--- config.mk ---
export PLATFORM = sky130hd
export DESIGN_NAME = bbs_fifo
export DESIGN_NICKNAME = d
export VERILOG_FILES = /design/src/hw/rtl/bbs_pkg.sv /design/src/hw/rtl/bbs_fifo.sv
export SDC_FILE = /design/constraint.sdc
export NUM_CORES = 1
export LEC_CHECK = 0
export ABC_CLOCK_PERIOD_IN_PS = 14500
export CORE_ASPECT_RATIO = 1.4
export CORE_MARGIN = 8
export CORE_UTILIZATION = 40
export CTS_BUF_LIST = sky130_fd_sc_hd__clkbuf_4
export CTS_CLUSTER_SIZE = 24
export DETAILED_ROUTE_END_ITERATION = 12
export DONT_BUFFER_PORTS = 1
export PLACE_DENSITY_LB_ADDON = 0.25
export SYNTH_ARGS = -nofsm -noshare
export SYNTH_HDL_FRONTEND = slang
export SYNTH_SLANG_ARGS = --single-unit
export TNS_END_PERCENT = 10
--- constraint.sdc ---
create_clock -name clk -period 14.5 [get_ports clk]
set_clock_uncertainty 0.2 [all_clocks]
set_input_delay 2.9 -clock clk [delete_from_list [all_inputs] [get_ports clk]]
set_output_delay 2.9 -clock clk [all_outputs]
set_load 0.005 [all_outputs]
--- src/hw/rtl/bbs_pkg.sv ---
// Package for the 3x3 box blur stream: payload structs, configuration codes and limits.
// Used by every module of the block but bbs_ram; depends on nothing.
`default_nettype none
package bbs_pkg;

    localparam int MAX_WIDTH  = 2048;
    localparam int MAX_HEIGHT = 4096;
    localparam int COL_W      = $clog2(MAX_WIDTH);
    localparam int ROW_W      = $clog2(MAX_HEIGHT);

    localparam int CFG_DATA_W = 13;
    localparam int CFG_IDX_W  = 2;

    localparam logic [CFG_IDX_W-1:0] REG_FRAME_WIDTH  = 2'd0;
    localparam logic [CFG_IDX_W-1:0] REG_FRAME_HEIGHT = 2'd1;
    localparam logic [CFG_IDX_W-1:0] REG_BLUR_ROWS    = 2'd2;

    localparam logic FUNC_PIXEL = 1'b0;
    localparam logic FUNC_FLUSH = 1'b1;

    typedef struct packed {
        logic       func;
        logic [7:0] in_blue;
        logic [7:0] in_green;
        logic [7:0] in_red;
        logic [7:0] in_alpha;
    } in_word_t;

    typedef struct packed {
        logic [7:0] out_blue;
        logic [7:0] out_green;
        logic [7:0] out_red;
        logic [7:0] out_alpha;
        logic       frame_end;
    } out_word_t;

    // Packed pixel with blue in the low byte
    typedef struct packed {
        logic [7:0] alpha;
        logic [7:0] red;
        logic [7:0] green;
        logic [7:0] blue;
    } pixel_t;

    // Effective frame geometry after clamping
    typedef struct packed {
        logic [COL_W:0] width;   // 1..MAX_WIDTH
        logic [ROW_W:0] height;  // 1..MAX_HEIGHT
        logic [12:0]    blur;
    } geom_t;

    // Column of original pixels handed from front to back
    typedef struct packed {
        pixel_t top;   // two rows up
        pixel_t mid;   // one row up
        pixel_t bot;   // newest row
        logic   emit;
    } col_entry_t;

    // ceil(2^16 / n) for n = 1..9; exact floor division for sums below 4096
    function automatic logic [16:0] recip(input logic [3:0] n);
        logic [16:0] r;
        case (n)
            4'd1:    r = 17'd65536;
            4'd2:    r = 17'd32768;
            4'd3:    r = 17'd21846;
            4'd4:    r = 17'd16384;
            4'd5:    r = 17'd13108;
            4'd6:    r = 17'd10923;
            4'd7:    r = 17'd9363;
            4'd8:    r = 17'd8192;
            4'd9:    r = 17'd7282;
            default: r = 17'd0;
        endcase
        return r;
    endfunction

endpackage
`default_nettype wire

--- src/hw/rtl/bbs_fifo.sv ---
// Two-entry queue of pixel columns between front and back end.
// Uses bbs_pkg.
`default_nettype none
module bbs_fifo (
    input  wire logic                 clk,
    input  wire logic                 rst_n,
    input  wire logic                 push,
    input  wire bbs_pkg::col_entry_t  push_entry,
    output logic                      full,
    input  wire logic                 pop,
    output bbs_pkg::col_entry_t       pop_entry,
    output logic                      empty
);
    import bbs_pkg::*;

    col_entry_t slot_reg [2];
    logic       wptr_reg, rptr_reg;
    logic [1:0] cnt_reg;

    assign full      = cnt_reg == 2'd2;
    assign empty     = cnt_reg == 2'd0;
    assign pop_entry = slot_reg[rptr_reg];

    always_ff @(posedge clk or negedge rst_n)
    begin
        if (!rst_n)
        begin
            wptr_reg <= 1'b0;
            rptr_reg <= 1'b0;
            cnt_reg  <= 2'd0;
        end
        else
        begin
            if (push)
            begin
                wptr_reg <= ~wptr_reg;
            end
            if (pop)
            begin
                rptr_reg <= ~rptr_reg;
            end
            if (push && !pop)
            begin
                cnt_reg <= cnt_reg + 2'd1;
            end
            else if (pop && !push)
            begin
                cnt_reg <= cnt_reg - 2'd1;
            end
        end
    end

    always_ff @(posedge clk)
    begin
        if (push)
        begin
            slot_reg[wptr_reg] <= push_entry;
        end
    end
endmodule
`default_nettype wire

; ---- After elaboration in Yosys (flattened, before gate mapping)
; Memories as Yosys holds them, arrays and structs flattened.
; Index checks and enable logic that the tools add are counted.
[totals]
register_bits = 4
ramBits = 194
out_inout_bits = 99
wordCells = 19
n_memories = 1
[memory_table]
columns = name, depth, word_bits, read_ports, rd_ports_with_merged_regs, wr, line_no
row1 = slot_reg, 2, 97, 1, 0, 1, bbs_fifo.sv:16  ; col_entry_t slot_reg [2];
[classes]
addsub = 2
n_eq_ne = 1
muxes = 4
bitwise_logic = 2
reduce_logical = 6
[op_table]
columns = cell, n
row1 = $mux 2, 2
row2 = $add 2x1->2 const B, 1
row3 = $eq 2x2->1 const B, 1
row4 = $logic_and 1x1->1, 2
row5 = $logic_not 1->1, 2
row6 = $logic_not 2->1, 1
row7 = $mux 1, 2
row8 = $not 1->1, 2
row9 = $reduce_bool 2->1, 1
row10 = $sub 2x1->2 const B, 1

; ---- Depth between registers and ports, before layout
[logic_depth]
ltp_word = 4
depth_mapped = 5
ltp_nobuf = 5

; ---- Worst setup path before layout
; OpenSTA, ideal clock, no wires.
[synth_timing]
path_kind = in2reg
startpoint = input push
endpoint = memory slot_reg[0][0] in the netlist's numbering, enable pin
setup_time_ns = 0.565
arrival_ns = 7.124
slack_ns = 6.611
path_stages = 1
path_buffers = 0
cell_sequence = nor2b_1
[synth_via]
elab_chain_cells = 2
[synth_rtl]
columns = element, line_no
row1 = "start, declared", bbs_fifo.sv:7  ; input wire logic push,
row2 = $mux 1, bbs_fifo.sv:55  ; if (push)
row3 = $mux 1 (implied by the code), bbs_fifo.sv:57  ; slot_reg[wptr_reg] <= push_entry;
row4 = "end, declared", bbs_fifo.sv:16
; No other way between the ends.

==> out/metrics.csv <==
stage,metric,value,unit
floorplanning,num_rows,58,
clock_network,cts.repair.resized,0,
hold_path,worstHoldEndpoint,cnt_reg[1],
yosys,syn_inst,318,
power,netSwitchingFraction,29.10,%
power,ir_worst_vdd,0.09911,mV
critical_path,crit_family,buffers and inverters,
floorplanning,die-area,22780,µm²
clock_network,cts_sinks,198,
yosys,synth-seq-cells,198,
yosys,seq_area_frac_synth,81.63,%
timing,finalCriticalPeriod,5.720,ns
critical_path,critPathMaxStageDelay,0.80,ns
global_route,grt-ovfl-total,0,
timing,rsz0062_at_grt,no,
yosys,syn-cell-area,7259,µm²
critical_path,crit_fanout,69,
critical_path,slowest_stage,buf_4,
global_route,grt_pass1_vias,2992,
drt,drt_iter0_drc,168,
clock_network,postCtsHoldBufs,0,
hold_path,hold_start,cnt_reg[1],
placement,gp_congestion,0.6769,
critical_path,cp.arrival,2.62,ns
critical_path,reg2regPathDepth,2,
floorplanning,start_util,40.66,%
hold_path,hold_class,flop to flop,
hold_path,whs_path_depth,1,
placement,place_ws,9.168,ns
critical_path,crit_buf_inv,1,
drt,finalWirelength,12.80,mm
timing,holdWs,0.3135,ns
clock_network,path_clk_slew,0.15,ns
layout,syn2layout_area_growth,7.549,%
power,combPwrFrac,23.1,%
global_route,antenna_found_initial,1,
layout,n_fill_cell,1572,
power,clkPwrFrac,20.1,%
layout,design_area,7807,µm²
critical_path,path_depth,2,
timing,tns,0,ns
timing,setup_viol,0,
floorplanning,die_x,129.9,µm
floorplanning,core,17850,µm²
placement,dp.cells,550,
timing,max_freq,174.8,MHz
critical_path,rrSetupSlack,11.72,ns
placement,port-buffer-count,0,
timing,tightest_slew,1.172,ns
floorplanning,num_io_pins,200,
critical_path,path_cells,buf_4 -> mux2_2,
global_route,track_usage,11.17,%
critical_path,rr_endpoint,slot_reg[0][35],
global_route,grt_max_degree,70,
power,power_leakage,2.559,nW
yosys,syn_avg_cell_area,22.83,µm²
power,switchingPower,0.4119,mW
job,maxCapViolCount,0,
timing,period_share,39.45,%
timing,worst_slew_margin_rel,21.67,%
yosys,synth_area_leaders,"edfxtp_1, mux2_2, mux2_4",
critical_path,crit_required,11.40,ns
yosys,yosysTopAreaCellShare,80.25,%
layout,multiInputGateArea,1260,µm²
drt,drt-wirelength-per-cell,21.95,µm
clock_network,numCtsBuffers,17,
layout,largest_reg_flops,194,
global_route,grt_pass1_wl,18.33,mm
clock_network,clk_path_buf_depth,2,
drt,vias,2846,
critical_path,critical_path_class,flop to output port,
placement,dp_hpwl,8.673,mm
layout,drive_above_1_share,39.18,%
yosys,synth_top_cell_by_area,edfxtp_1,
clock_network,cts_root_buf,clkbuf_4,
layout,stdcell_count,583,
clock_network,htree_levels,4,
critical_path,endpoint_kind,output port,
run_status,status,completed,
critical_path,start_kind,flop,
clock_network,clock_latency,0.54,ns
power,p_int,1.003,mW
critical_path,r2r-start,wptr_reg,
timing,worst_slack,8.780,ns
layout,regArea,5929,µm²
timing,hold_viol_final,0,
drt,drtAntennaViolNets,0,
floorplanning,die_y,175.4,µm
clock_network,cts_setup_buffers,0,
yosys,synth.distinct_cells,13,
clock_network,cts_tree,built,
yosys,yosys_warnings,0,
power,power_density,181.3,nW/µm²
drt,route.detailed.drc,0,
yosys,syn_nets,420,
placement,place_area,7516,µm²
timing,drv_slew,0,
layout,fin_nets,431,
power,pwr-share-seq,56.7,%
drt,via_per_inst,4.882,
drt,firstDrtPassIters,4,
==> cells in the mapped netlist, drive strengths merged <==
master / instances
and2: 1
buf: 11
dfrtp: 4
edfxtp: 194
ha: 1
inv: 1
mux2: 97
nor2: 2
nor2b: 2
xnor2: 1
xor2: 4
==> cells by family (layout without fill, tap and decap cells) <==
logic type | count (synthesis) | after routing | share of synthesized area (%)
other cells | 0 | 1 | 0
simple gates | 5 | 5 | 0.3620
flops | 198 | 198 | 81.63
xor+xnor | 5 | 5 | 0.6032
buf+inv | 12 | 36 | 1.155
fa+ha+maj | 1 | 1 | 0.1723
mux | 97 | 97 | 16.08
==> worst max path at each step <==
stage / slack, ns / from / endpoint
after global routing: 8.51 / rptr_reg / pop_entry[9]
final: 8.78 / rptr_reg / pop_entry[9]
after detailed placement: 9.17 / push / slot_reg[0][64]
after floorplan: 6.61 / push / slot_reg[0][0]
after global placement: 9.23 / push / slot_reg[0][62]
after CTS: 8.60 / rptr_reg / pop_entry[9]
==> layer usage <==
metal / global-route usage, % / vias to the layer above / wire [µm]
li1: - / 1278 / -
met1: 10.02 / 1436 / 4011
met2: 19.33 / 123 / 6939
met3: 7.102 / 9 / 1664
met4: 4.662 / 0 / 182
met5: 0 / - / 0
==> cell type report <==
type / instances / area share, %
diodes: 1 / 0.03205
clock buffers: 17 / 1.635
clock inverters: 15 / 2.067
inverters: 1 / 0.04808
multi-input cells: 108 / 16.14
flip-flops and latches: 198 / 75.95
well taps: 240 / 3.846
repair buffers: 3 / 0.2885
==> power groups by stage <==
stage | logic (mW) | clock network (mW) | registers [mW]
2_1_floorplan | 0.290 | 0 | 0.803
3_3_place_gp | 0.343 | 0 | 0.815
3_5_place_dp | 0.344 | 0 | 0.819
4_1_cts | 0.345 | 0.300 | 0.806
5_1_grt | 0.358 | 0.317 | 0.816
6_report | 0.327 | 0.285 | 0.803
==> cell usage in the layout (no fill, tap or decap), drive strengths merged, types with 2 or more instances in the layout <==
cell type,Yosys,routed
buf,11,3
clkbuf,0,17
clkinv,0,6
dfrtp,4,4
edfxtp,194,194
inv,1,9
mux2,97,97
nor2,2,2
nor2b,2,2
xor2,4,4
==> metrics by stage <==
step	power [mW]	util (%)
after floorplan	1.094	-
after global placement	1.158	42.10
after detailed placement	1.164	42.10
after CTS	1.451	43.72
after global routing	1.492	43.73
final	1.415	43.73
==> worst reg2reg max path, delay by kind of cell, from the launching register on <==
kind / cells / cell delay (ns)
buf+inv: 1 / 0.76
flops: 1 / 0.46
simple gates: 1 / 0.91
Note: power is estimated with default switching activity, not from simulation.
