### src/hw/rtl/bbs_pkg.sv
// Package for the 3x3 box blur stream: payload structs, configuration codes and limits.
// Used by every module of the block but bbs_ram; depends on nothing.
`default_nettype none
package bbs_pkg;

    localparam int MAX_WIDTH  = 2048;
    localparam int MAX_HEIGHT = 4096;
    localparam int COL_W      = $clog2(MAX_WIDTH);
    localparam int ROW_W      = $clog2(MAX_HEIGHT);

    localparam int CFG_DATA_W = 13;
    localparam int CFG_IDX_W  = 2;

    localparam logic [CFG_IDX_W-1:0] REG_FRAME_WIDTH  = 2'd0;
    localparam logic [CFG_IDX_W-1:0] REG_FRAME_HEIGHT = 2'd1;
    localparam logic [CFG_IDX_W-1:0] REG_BLUR_ROWS    = 2'd2;

    localparam logic FUNC_PIXEL = 1'b0;
    localparam logic FUNC_FLUSH = 1'b1;

    typedef struct packed {
        logic       func;
        logic [7:0] in_blue;
        logic [7:0] in_green;
        logic [7:0] in_red;
        logic [7:0] in_alpha;
    } in_word_t;

    typedef struct packed {
        logic [7:0] out_blue;
        logic [7:0] out_green;
        logic [7:0] out_red;
        logic [7:0] out_alpha;
        logic       frame_end;
    } out_word_t;

    // Packed pixel with blue in the low byte
    typedef struct packed {
        logic [7:0] alpha;
        logic [7:0] red;
        logic [7:0] green;
        logic [7:0] blue;
    } pixel_t;

    // Effective frame geometry after clamping
    typedef struct packed {
        logic [COL_W:0] width;   // 1..MAX_WIDTH
        logic [ROW_W:0] height;  // 1..MAX_HEIGHT
        logic [12:0]    blur;
    } geom_t;

    // Column of original pixels handed from front to back
    typedef struct packed {
        pixel_t top;   // two rows up
        pixel_t mid;   // one row up
        pixel_t bot;   // newest row
        logic   emit;
    } col_entry_t;

    // ceil(2^16 / n) for n = 1..9; exact floor division for sums below 4096
    function automatic logic [16:0] recip(input logic [3:0] n);
        logic [16:0] r;
        case (n)
            4'd1:    r = 17'd65536;
            4'd2:    r = 17'd32768;
            4'd3:    r = 17'd21846;
            4'd4:    r = 17'd16384;
            4'd5:    r = 17'd13108;
            4'd6:    r = 17'd10923;
            4'd7:    r = 17'd9363;
            4'd8:    r = 17'd8192;
            4'd9:    r = 17'd7282;
            default: r = 17'd0;
        endcase
        return r;
    endfunction

endpackage
`default_nettype wire

### src/hw/rtl/bbs_back.sv
// Back end: holds the 3x3 window, sums the in-frame neighbours, divides by the
// count through a reciprocal multiply and drives the output register. Uses bbs_pkg.
`default_nettype none
module bbs_back (
    input  wire logic                 clk,
    input  wire logic                 rst_n,
    input  wire logic                 restart,
    input  wire bbs_pkg::geom_t       geom,
    input  wire logic                 q_empty,
    output logic                      pop,
    input  wire bbs_pkg::col_entry_t  pop_entry,
    output logic                      out_valid,
    input  wire logic                 out_stall,
    output bbs_pkg::out_word_t        out_data
);
    import bbs_pkg::*;

    typedef enum logic [1:0] {B_IDLE, B_SUM, B_MUL} bstate_t;

    bstate_t            state_reg;
    pixel_t             win_reg [6];  // 0..2 centre column, 3..5 left column
    col_entry_t         ent_reg;
    logic [COL_W-1:0]   ocol_reg;
    logic [ROW_W-1:0]   orow_reg;
    logic [11:0]        sum_reg [4];
    logic [3:0]         cnt_reg;
    logic               pass_reg;
    pixel_t             cpix_reg;
    logic               last_reg;
    logic               out_valid_reg;
    out_word_t          out_reg;

    logic       cv [3];
    logic       rv [3];
    pixel_t     nb [9];
    logic [11:0] sum_c [4];
    logic [3:0]  cnt_c;
    logic        blurred, last_c, col_wrap, out_free;
    logic [28:0] prod [4];
    logic [16:0] rcp;

    assign out_valid = out_valid_reg;
    assign out_data  = out_reg;
    assign pop       = (state_reg == B_IDLE) && !q_empty;
    assign out_free  = !out_valid_reg || !out_stall;

    always_comb
    begin
        cv[0] = ocol_reg != '0;
        cv[1] = 1'b1;
        cv[2] = {1'b0, ocol_reg} + (COL_W+1)'(1) < geom.width;
        rv[0] = orow_reg != '0;
        rv[1] = 1'b1;
        rv[2] = {1'b0, orow_reg} + (ROW_W+1)'(1) < geom.height;
        nb[0] = win_reg[3];
        nb[1] = win_reg[4];
        nb[2] = win_reg[5];
        nb[3] = win_reg[0];
        nb[4] = win_reg[1];
        nb[5] = win_reg[2];
        nb[6] = ent_reg.top;
        nb[7] = ent_reg.mid;
        nb[8] = ent_reg.bot;
        cnt_c = '0;
        for (int k = 0; k < 4; k++)
        begin
            sum_c[k] = '0;
        end
        for (int j = 0; j < 3; j++)
        begin
            for (int i = 0; i < 3; i++)
            begin
                if (cv[j] && rv[i])
                begin
                    cnt_c    = cnt_c + 4'd1;
                    sum_c[0] = sum_c[0] + 12'(nb[3*j+i].blue);
                    sum_c[1] = sum_c[1] + 12'(nb[3*j+i].green);
                    sum_c[2] = sum_c[2] + 12'(nb[3*j+i].red);
                    sum_c[3] = sum_c[3] + 12'(nb[3*j+i].alpha);
                end
            end
        end
        blurred  = {1'b0, orow_reg} < geom.blur;
        last_c   = ({1'b0, orow_reg} + (ROW_W+1)'(1) == geom.height) &&
                   ({1'b0, ocol_reg} + (COL_W+1)'(1) == geom.width);
        col_wrap = {1'b0, ocol_reg} + (COL_W+1)'(1) >= geom.width;
        rcp = recip(cnt_reg);
        for (int k = 0; k < 4; k++)
        begin
            prod[k] = sum_reg[k] * rcp;
        end
    end

    always_ff @(posedge clk or negedge rst_n)
    begin
        if (!rst_n)
        begin
            state_reg     <= B_IDLE;
            ocol_reg      <= '0;
            orow_reg      <= '0;
            out_valid_reg <= 1'b0;
            for (int k = 0; k < 6; k++)
            begin
                win_reg[k] <= '0;
            end
        end
        else
        begin
            if (state_reg == B_MUL && out_free)
            begin
                out_valid_reg <= 1'b1;
            end
            else if (!out_stall)
            begin
                out_valid_reg <= 1'b0;
            end
            if (restart)
            begin
                ocol_reg <= '0;
                orow_reg <= '0;
                for (int k = 0; k < 6; k++)
                begin
                    win_reg[k] <= '0;
                end
            end
            else
            begin
                unique case (state_reg)
                    B_IDLE:
                    begin
                        if (pop)
                        begin
                            if (pop_entry.emit)
                            begin
                                state_reg <= B_SUM;
                            end
                            else
                            begin
                                // advance the window without a result
                                win_reg[3] <= win_reg[0];
                                win_reg[4] <= win_reg[1];
                                win_reg[5] <= win_reg[2];
                                win_reg[0] <= pop_entry.top;
                                win_reg[1] <= pop_entry.mid;
                                win_reg[2] <= pop_entry.bot;
                            end
                        end
                    end
                    B_SUM:
                    begin
                        state_reg <= B_MUL;
                        if (last_c)
                        begin
                            ocol_reg <= '0;
                            orow_reg <= '0;
                            for (int k = 0; k < 6; k++)
                            begin
                                win_reg[k] <= '0;
                            end
                        end
                        else
                        begin
                            win_reg[3] <= win_reg[0];
                            win_reg[4] <= win_reg[1];
                            win_reg[5] <= win_reg[2];
                            win_reg[0] <= ent_reg.top;
                            win_reg[1] <= ent_reg.mid;
                            win_reg[2] <= ent_reg.bot;
                            if (col_wrap)
                            begin
                                ocol_reg <= '0;
                                orow_reg <= orow_reg + ROW_W'(1);
                            end
                            else
                            begin
                                ocol_reg <= ocol_reg + COL_W'(1);
                            end
                        end
                    end
                    B_MUL:
                    begin
                        if (out_free)
                        begin
                            state_reg <= B_IDLE;
                        end
                    end
                    default: state_reg <= B_IDLE;
                endcase
            end
        end
    end

    always_ff @(posedge clk)
    begin
        if (pop)
        begin
            ent_reg <= pop_entry;
        end
        if (state_reg == B_SUM)
        begin
            for (int k = 0; k < 4; k++)
            begin
                sum_reg[k] <= sum_c[k];
            end
            cnt_reg  <= cnt_c;
            pass_reg <= !blurred;
            cpix_reg <= win_reg[1];
            last_reg <= last_c;
        end
        if (state_reg == B_MUL && out_free)
        begin
            if (pass_reg)
            begin
                out_reg.out_blue  <= cpix_reg.blue;
                out_reg.out_green <= cpix_reg.green;
                out_reg.out_red   <= cpix_reg.red;
                out_reg.out_alpha <= cpix_reg.alpha;
            end
            else
            begin
                out_reg.out_blue  <= prod[0][23:16];
                out_reg.out_green <= prod[1][23:16];
                out_reg.out_red   <= prod[2][23:16];
                out_reg.out_alpha <= prod[3][23:16];
            end
            out_reg.frame_end <= last_reg;
        end
    end
endmodule
`default_nettype wire

### config.mk
export PLATFORM = sky130hd
export DESIGN_NAME = bbs_back
export DESIGN_NICKNAME = d
export VERILOG_FILES = /design/src/hw/rtl/bbs_pkg.sv /design/src/hw/rtl/bbs_back.sv
export SDC_FILE = /design/constraint.sdc
export NUM_CORES = 2
export LEC_CHECK = 0
export ABC_AREA = 1
export BUFFER_PORTS_ARGS = -buffer_cell sky130_fd_sc_hd__buf_2
export CAP_MARGIN = 20
export CORE_MARGIN = 2
export CORE_UTILIZATION = 60
export CTS_CLUSTER_SIZE = 14
export DETAILED_ROUTE_END_ITERATION = 10
export MAX_ROUTING_LAYER = met4
export PLACE_DENSITY_LB_ADDON = 0.15
export SETUP_SLACK_MARGIN = 0.3
export SLEW_MARGIN = 5
export SYNTH_ARGS = -nofsm -noshare
export SYNTH_HDL_FRONTEND = slang
export SYNTH_SLANG_ARGS = --single-unit
### constraint.sdc
create_clock -name clk -period 14.8 [get_ports clk]
set_input_delay 0.74 -clock clk [delete_from_list [all_inputs] [get_ports clk]]
set_output_delay 0.74 -clock clk [all_outputs]
set_load 0.01 [all_outputs]
# Word-level counts from Yosys, hierarchy flattened
# Memory sizes are Yosys's and may differ from the RTL's. A register that Yosys moved wholly into a read port is not among the register bits.
# Index checks and enable logic that the tools add are counted.
dict set report word_totals {
  reg_bits 385
  mem_bits_rw 48
  rom_bits 272
  in_bits 140
  word_cells 177
  memories 2
}
# name depth width rd rd_ports_with_merged_regs write_ports line
set mem_list {}
lappend mem_list {{(name not given)} 16 17 1 1 0 bbs_pkg.sv:63} ;# case (n)
lappend mem_list {sum_reg 4 12 4 0 4 bbs_back.sv:25} ;# logic [11:0] sum_reg [4];
dict set report classes {
  addsub 44
  mul 4
  n_lt_le_gt_ge 4
  eq_ne 10
  n_mux 39
  bitwise 1
  reduce_logical 21
}
# op count
set op_table {}
lappend op_table {{192-bit two-way mux} 4}
lappend op_table {{192-bit one-hot mux with 2 select lines} 1}
lappend op_table {{12-bit by 8-bit adder with 12-bit output} 31}
lappend op_table {{48-bit two-way mux} 6}
lappend op_table {{12-bit by 17-bit multiplier with 24-bit output} 4}
lappend op_table {{12-bit two-way mux} 4}
lappend op_table {{45-bit two-way mux} 1}
lappend op_table {{11-bit two-way mux} 4}
lappend op_table {{44-bit two-way mux} 1}
lappend op_table {{4-bit by 1-bit adder with 4-bit output, second input constant} 8}
lappend op_table {{32-bit two-way mux} 1}
lappend op_table {{4-bit two-way mux} 8}
lappend op_table {{12-bit by 1-bit adder with 13-bit output, second input constant} 1}
lappend op_table {{13-bit == test} 1}
lappend op_table {{12-bit by 13-bit less-than comparator with 1-bit output} 1}
lappend op_table {{13-bit less-than comparator} 1}
lappend op_table {{11-bit by 1-bit adder with 12-bit output, second input constant} 1}
lappend op_table {{12-bit by 1-bit adder with 12-bit output, second input constant} 1}
lappend op_table {{12-bit == test} 1}
lappend op_table {{12-bit >= comparator} 1}
lappend op_table {{12-bit less-than comparator} 1}
lappend op_table {{12-bit nonzero test} 1}
lappend op_table {{11-bit by 1-bit adder with 11-bit output, second input constant} 1}
lappend op_table {{11-bit nonzero test} 1}
lappend op_table {{other kinds (19)} 38}

# Longest topological paths before layout
dict set report depth {
  word_depth 19
  mapped_depth 68
  depth_no_buf 67
}

# Least setup slack after synthesis
# Ideal clock, no wire load.
dict set report synth_path {
  path_kind {flip-flop to flip-flop}
  startpoint {reg orow_reg[0]}
  endpoint {mem sum_reg[0][10], data pin}
  setup_ns 0.254
  arrival_time_ns 8.350
  slack_ns 6.196
  stages_incl_launch_ff 54
  synth_period_minus_slack_ns 8.604
  cell_sequence {dfrtp_1 -> inv_1 -> nor3_1 -> nand3_1 -> nor2_1 -> nand2_1 -> nor3_1 -> nand3_1 -> xor2_1 -> inv_1 -> ha_1 -> nand2_1 -> nor4_1 -> nand2_1 -> nand3_1 -> inv_1 -> clkbuf_1 -> o21ai_0 -> (+18 left out) -> xnor2_1 -> o21ai_0 -> ha_1 -> nand2_1 -> o21ai_0 -> xor2_1 -> o21ai_0 -> ha_1 -> nand2_1 -> o21ai_0 -> a21oi_1 -> inv_1 -> nand2_1 -> a21oi_1 -> nand3_1 -> nor2_1 -> xnor2_1 -> inv_1}
}
# element line
set synth_rtl {}
lappend synth_rtl {{start, declared} bbs_back.sv:24} ;# logic [ROW_W-1:0] orow_reg;
lappend synth_rtl {{start signal, assigned} bbs_back.sv:172} ;# orow_reg <= orow_reg + ROW_W'(1);
lappend synth_rtl {{end, declared} bbs_back.sv:25}

==> impl_results.md <==
- Outcome: complete, no violations
- H-tree Lvls: 2
- CTS tree: built
- CTS root buffer: clkbuf_16
- Drc violations: 0
- Mapped Cells: 6,760
- Commonest cells in the netlist: 1,528 x nand2_1, 1,497 x inv_1, 596 x fa_1, 469 x ha_1, 383 x a21oi_1
- Post-DP Area: 55,100 sq um
- Height of the die: 302 microns
- Count of pins over their slew limit: 0
- Die footprint: 91,200 sq um
- WL final: 144,000 microns
- Post-synthesis sequential area ratio: 22.9%
- Critical path arrival: 10.95 ns
- Wire per inst: 18.0 microns
- Crit-path slowest cell: fa_1
- Most frequent cell on the critical path: nand2_1
- Rows: 109
- Largest area contributor in the netlist: fa_1
- Max_slew headroom: 29.8%
- Startpoint Class: flop
- Gpl congestion: 0.949
- Detail Placement HPWL: 111,000 microns
- Most used DFF post-synth: dfrtp_1
- HP Class: primary input to asynchronous set/reset pin
- FF-to-FF setup slack: 4.21 ns
- CTS resizes: 0
- Clk Latency, worst-skew pair: 0.64 ns
- Yosys warns: 0
- Vias in the first global route: 43,400
- Post-synthesis cell area: 53,300 sq um
- Crit Path Category: flop to flop
- Top-count cell post-synth: nand2_1
- Drt first-iter violations: 4,071
- Mapped Nets: 7,965
- Worst slew pin tran: 1.05 ns
- I/O pins: 175
- Clock Tree Buf Depth: 3
- # clock sinks: 448
- RSZ-0062 raised after global routing: false
- Worst Path Max Fanout: 35
- Post-CTS setup buffers: 0
- Required @ worst endpoint: 15.16 ns
- Max Clock Freq: 94.5 MHz
- Crit end category: flop
- Initial core utilization: 60.4%
- Reg2reg path depth: 54
- Largest net degree at the start of global routing: 143
- GRT Overall Usage: 33.3%
- Post-synth cell types: 52
- Initial antenna violation count: 7
- Final setup vio count: 0
- Die Wd: 302 microns
- Max Cap Viol: 0
- Design Area, Final: 57,000 sq um
- Syn avg cell area: 7.88 sq um
- Routed vias/inst: 5.49
- Top cells by area, synth: fa_1 22%, edfxtp_1 12%, ha_1 11%
- Number of enable flip-flop cells after synthesis: 215
- Hold buffer count at CTS: 0
- CORE AREA: 88,200 sq um
- Final Hold Viols: 0
- TritonRoute pass-1 iters: 6
- Post-route ant nets: 0
- Via count: 43,800
- Synthesized flop and latch total: 448
- First-pass GRT wire length: 230,000 microns
- # nets final: 7,982
- CP max stage delay: 0.52 ns
- Layout cell share with drive strength beyond 1: 6.48%
- Port Buf Inserts: 174
- RR Startpoint: orow_reg[0]
- Final period utilization: 71.5%
- Ys async rst share: 48.7%
- Yosys top cell area share: 22.4%
- Max reg flops: 192
- Tmin final: 10.59 ns
- Clk slew on worst S/H paths: 0.06 ns
- Grt ovf: 0
- CTS buffer count: 49
- Worst reg2reg endpoint: sum_reg[0][10]
- Skew final: 0.0361 ns
- Setup TNS: 0 ns
- Layout area overhead: 6.95%
## metal layers
| metal | GRT usage [%] | part of all wire [%] | wire length, microns | up-vias |
|---|---|---|---|---|
| met2 | 49.5 | 44 | 63000 | 1620 |
| met5 | - | 0 | 0 | - |
| met4 | 9.12 | 2.7 | 3870 | 0 |
| met1 | 46.9 | 44 | 63800 | 20900 |
| li1 | - | - | - | 21100 |
| met3 | 6.28 | 9.1 | 13100 | 212 |
## cells by family (layout without fill, tap and decap cells)
| kind of cell | Yosys count | in the layout | share of synthesized area [%] |
|---|---|---|---|
| simple gates | 2257 | 2257 | 17.3 |
| buf+inv | 1772 | 1830 | 12.5 |
| fa+ha+maj | 1065 | 1065 | 33.4 |
| compound gates | 1010 | 1010 | 10.5 |
| flops | 448 | 448 | 22.9 |
| xor+xnor | 208 | 208 | 3.42 |
| other cells | 0 | 8 | 0 |
## worst max path at each step
stage                 from             end  depth (start not counted)
6_report       orow_reg[0]  sum_reg[0][10]                         54
5_1_grt        orow_reg[0]  sum_reg[0][10]                         54
4_1_cts        orow_reg[0]  sum_reg[0][10]                         54
3_5_place_dp   orow_reg[0]  sum_reg[0][10]                         54
3_3_place_gp   orow_reg[0]  sum_reg[0][10]                         54
2_1_floorplan  orow_reg[0]  sum_reg[0][10]                         53
## metrics by stage
stage | util [%] | hold WS [ns] | cells | setup slack (ns)
floorplan | - | 0.400 | 6760 | 6.20
finish | 64.6 | 0.168 | 7991 | 4.21
detailed placement | 62.4 | 0.421 | 7889 | 4.38
CTS | 64.6 | 0.193 | 7981 | 4.34
global placement | 62.4 | 0.421 | 7889 | 4.71
global route | 64.6 | 0.227 | 7989 | 3.04
## cell usage in the layout, fill, tap and decap left out, drive strengths merged, types with 2 or more instances in the layout
cell | netlist | routed
o22ai | 222 | 222
a211oi | 9 | 9
o21a | 5 | 5
nand4 | 30 | 30
buf | 48 | 222
nand3b | 12 | 12
o41ai | 2 | 2
nand3 | 153 | 153
nor4 | 6 | 6
o21ai | 303 | 303
o311ai | 7 | 7
a21oi | 386 | 386
bufinv | 0 | 8
clkbuf | 209 | 70
nand2 | 1568 | 1568
diode | 0 | 8
nor3 | 52 | 52
o221ai | 6 | 6
or2 | 33 | 33
inv | 1513 | 1514
ha | 469 | 469
and2 | 9 | 9
edfxtp | 215 | 215
a21o | 5 | 5
o211ai | 7 | 7
a21boi | 2 | 2
xnor2 | 93 | 93
dfrtp | 218 | 218
a31oi | 15 | 15
clkinv | 2 | 16
a221oi | 3 | 3
o21bai | 26 | 26
dfxtp | 15 | 15
fa | 596 | 596
o31ai | 11 | 11
nor2 | 392 | 392
xor2 | 115 | 115
## final cells by class
cell class,instances,area (sq um)
fillers,7639,31200
repair buffers,223,1270
well taps,1165,1460
multi-input cells,4540,34500
diodes,8,20.0
clock inverters,23,333
clock buffers,69,1530
inverters,1515,5690
flip-flops and latches,448,12200
## worst max-delay path: cells and delay by family, from the launching register on
family / cells / cell delay, ns
AO/OA/AOI/OAI: 11 / 2.06
XOR/XNOR: 6 / 1.05
adder cells (fa/ha/maj): 8 / 2.87
buffers and inverters: 10 / 1.64
flip-flops: 1 / 0.40
AND/OR/NAND/NOR: 19 / 2.25
Power is not shown: default switching activity piles up to over one toggle a cycle in this logic, so the estimate is an artifact.
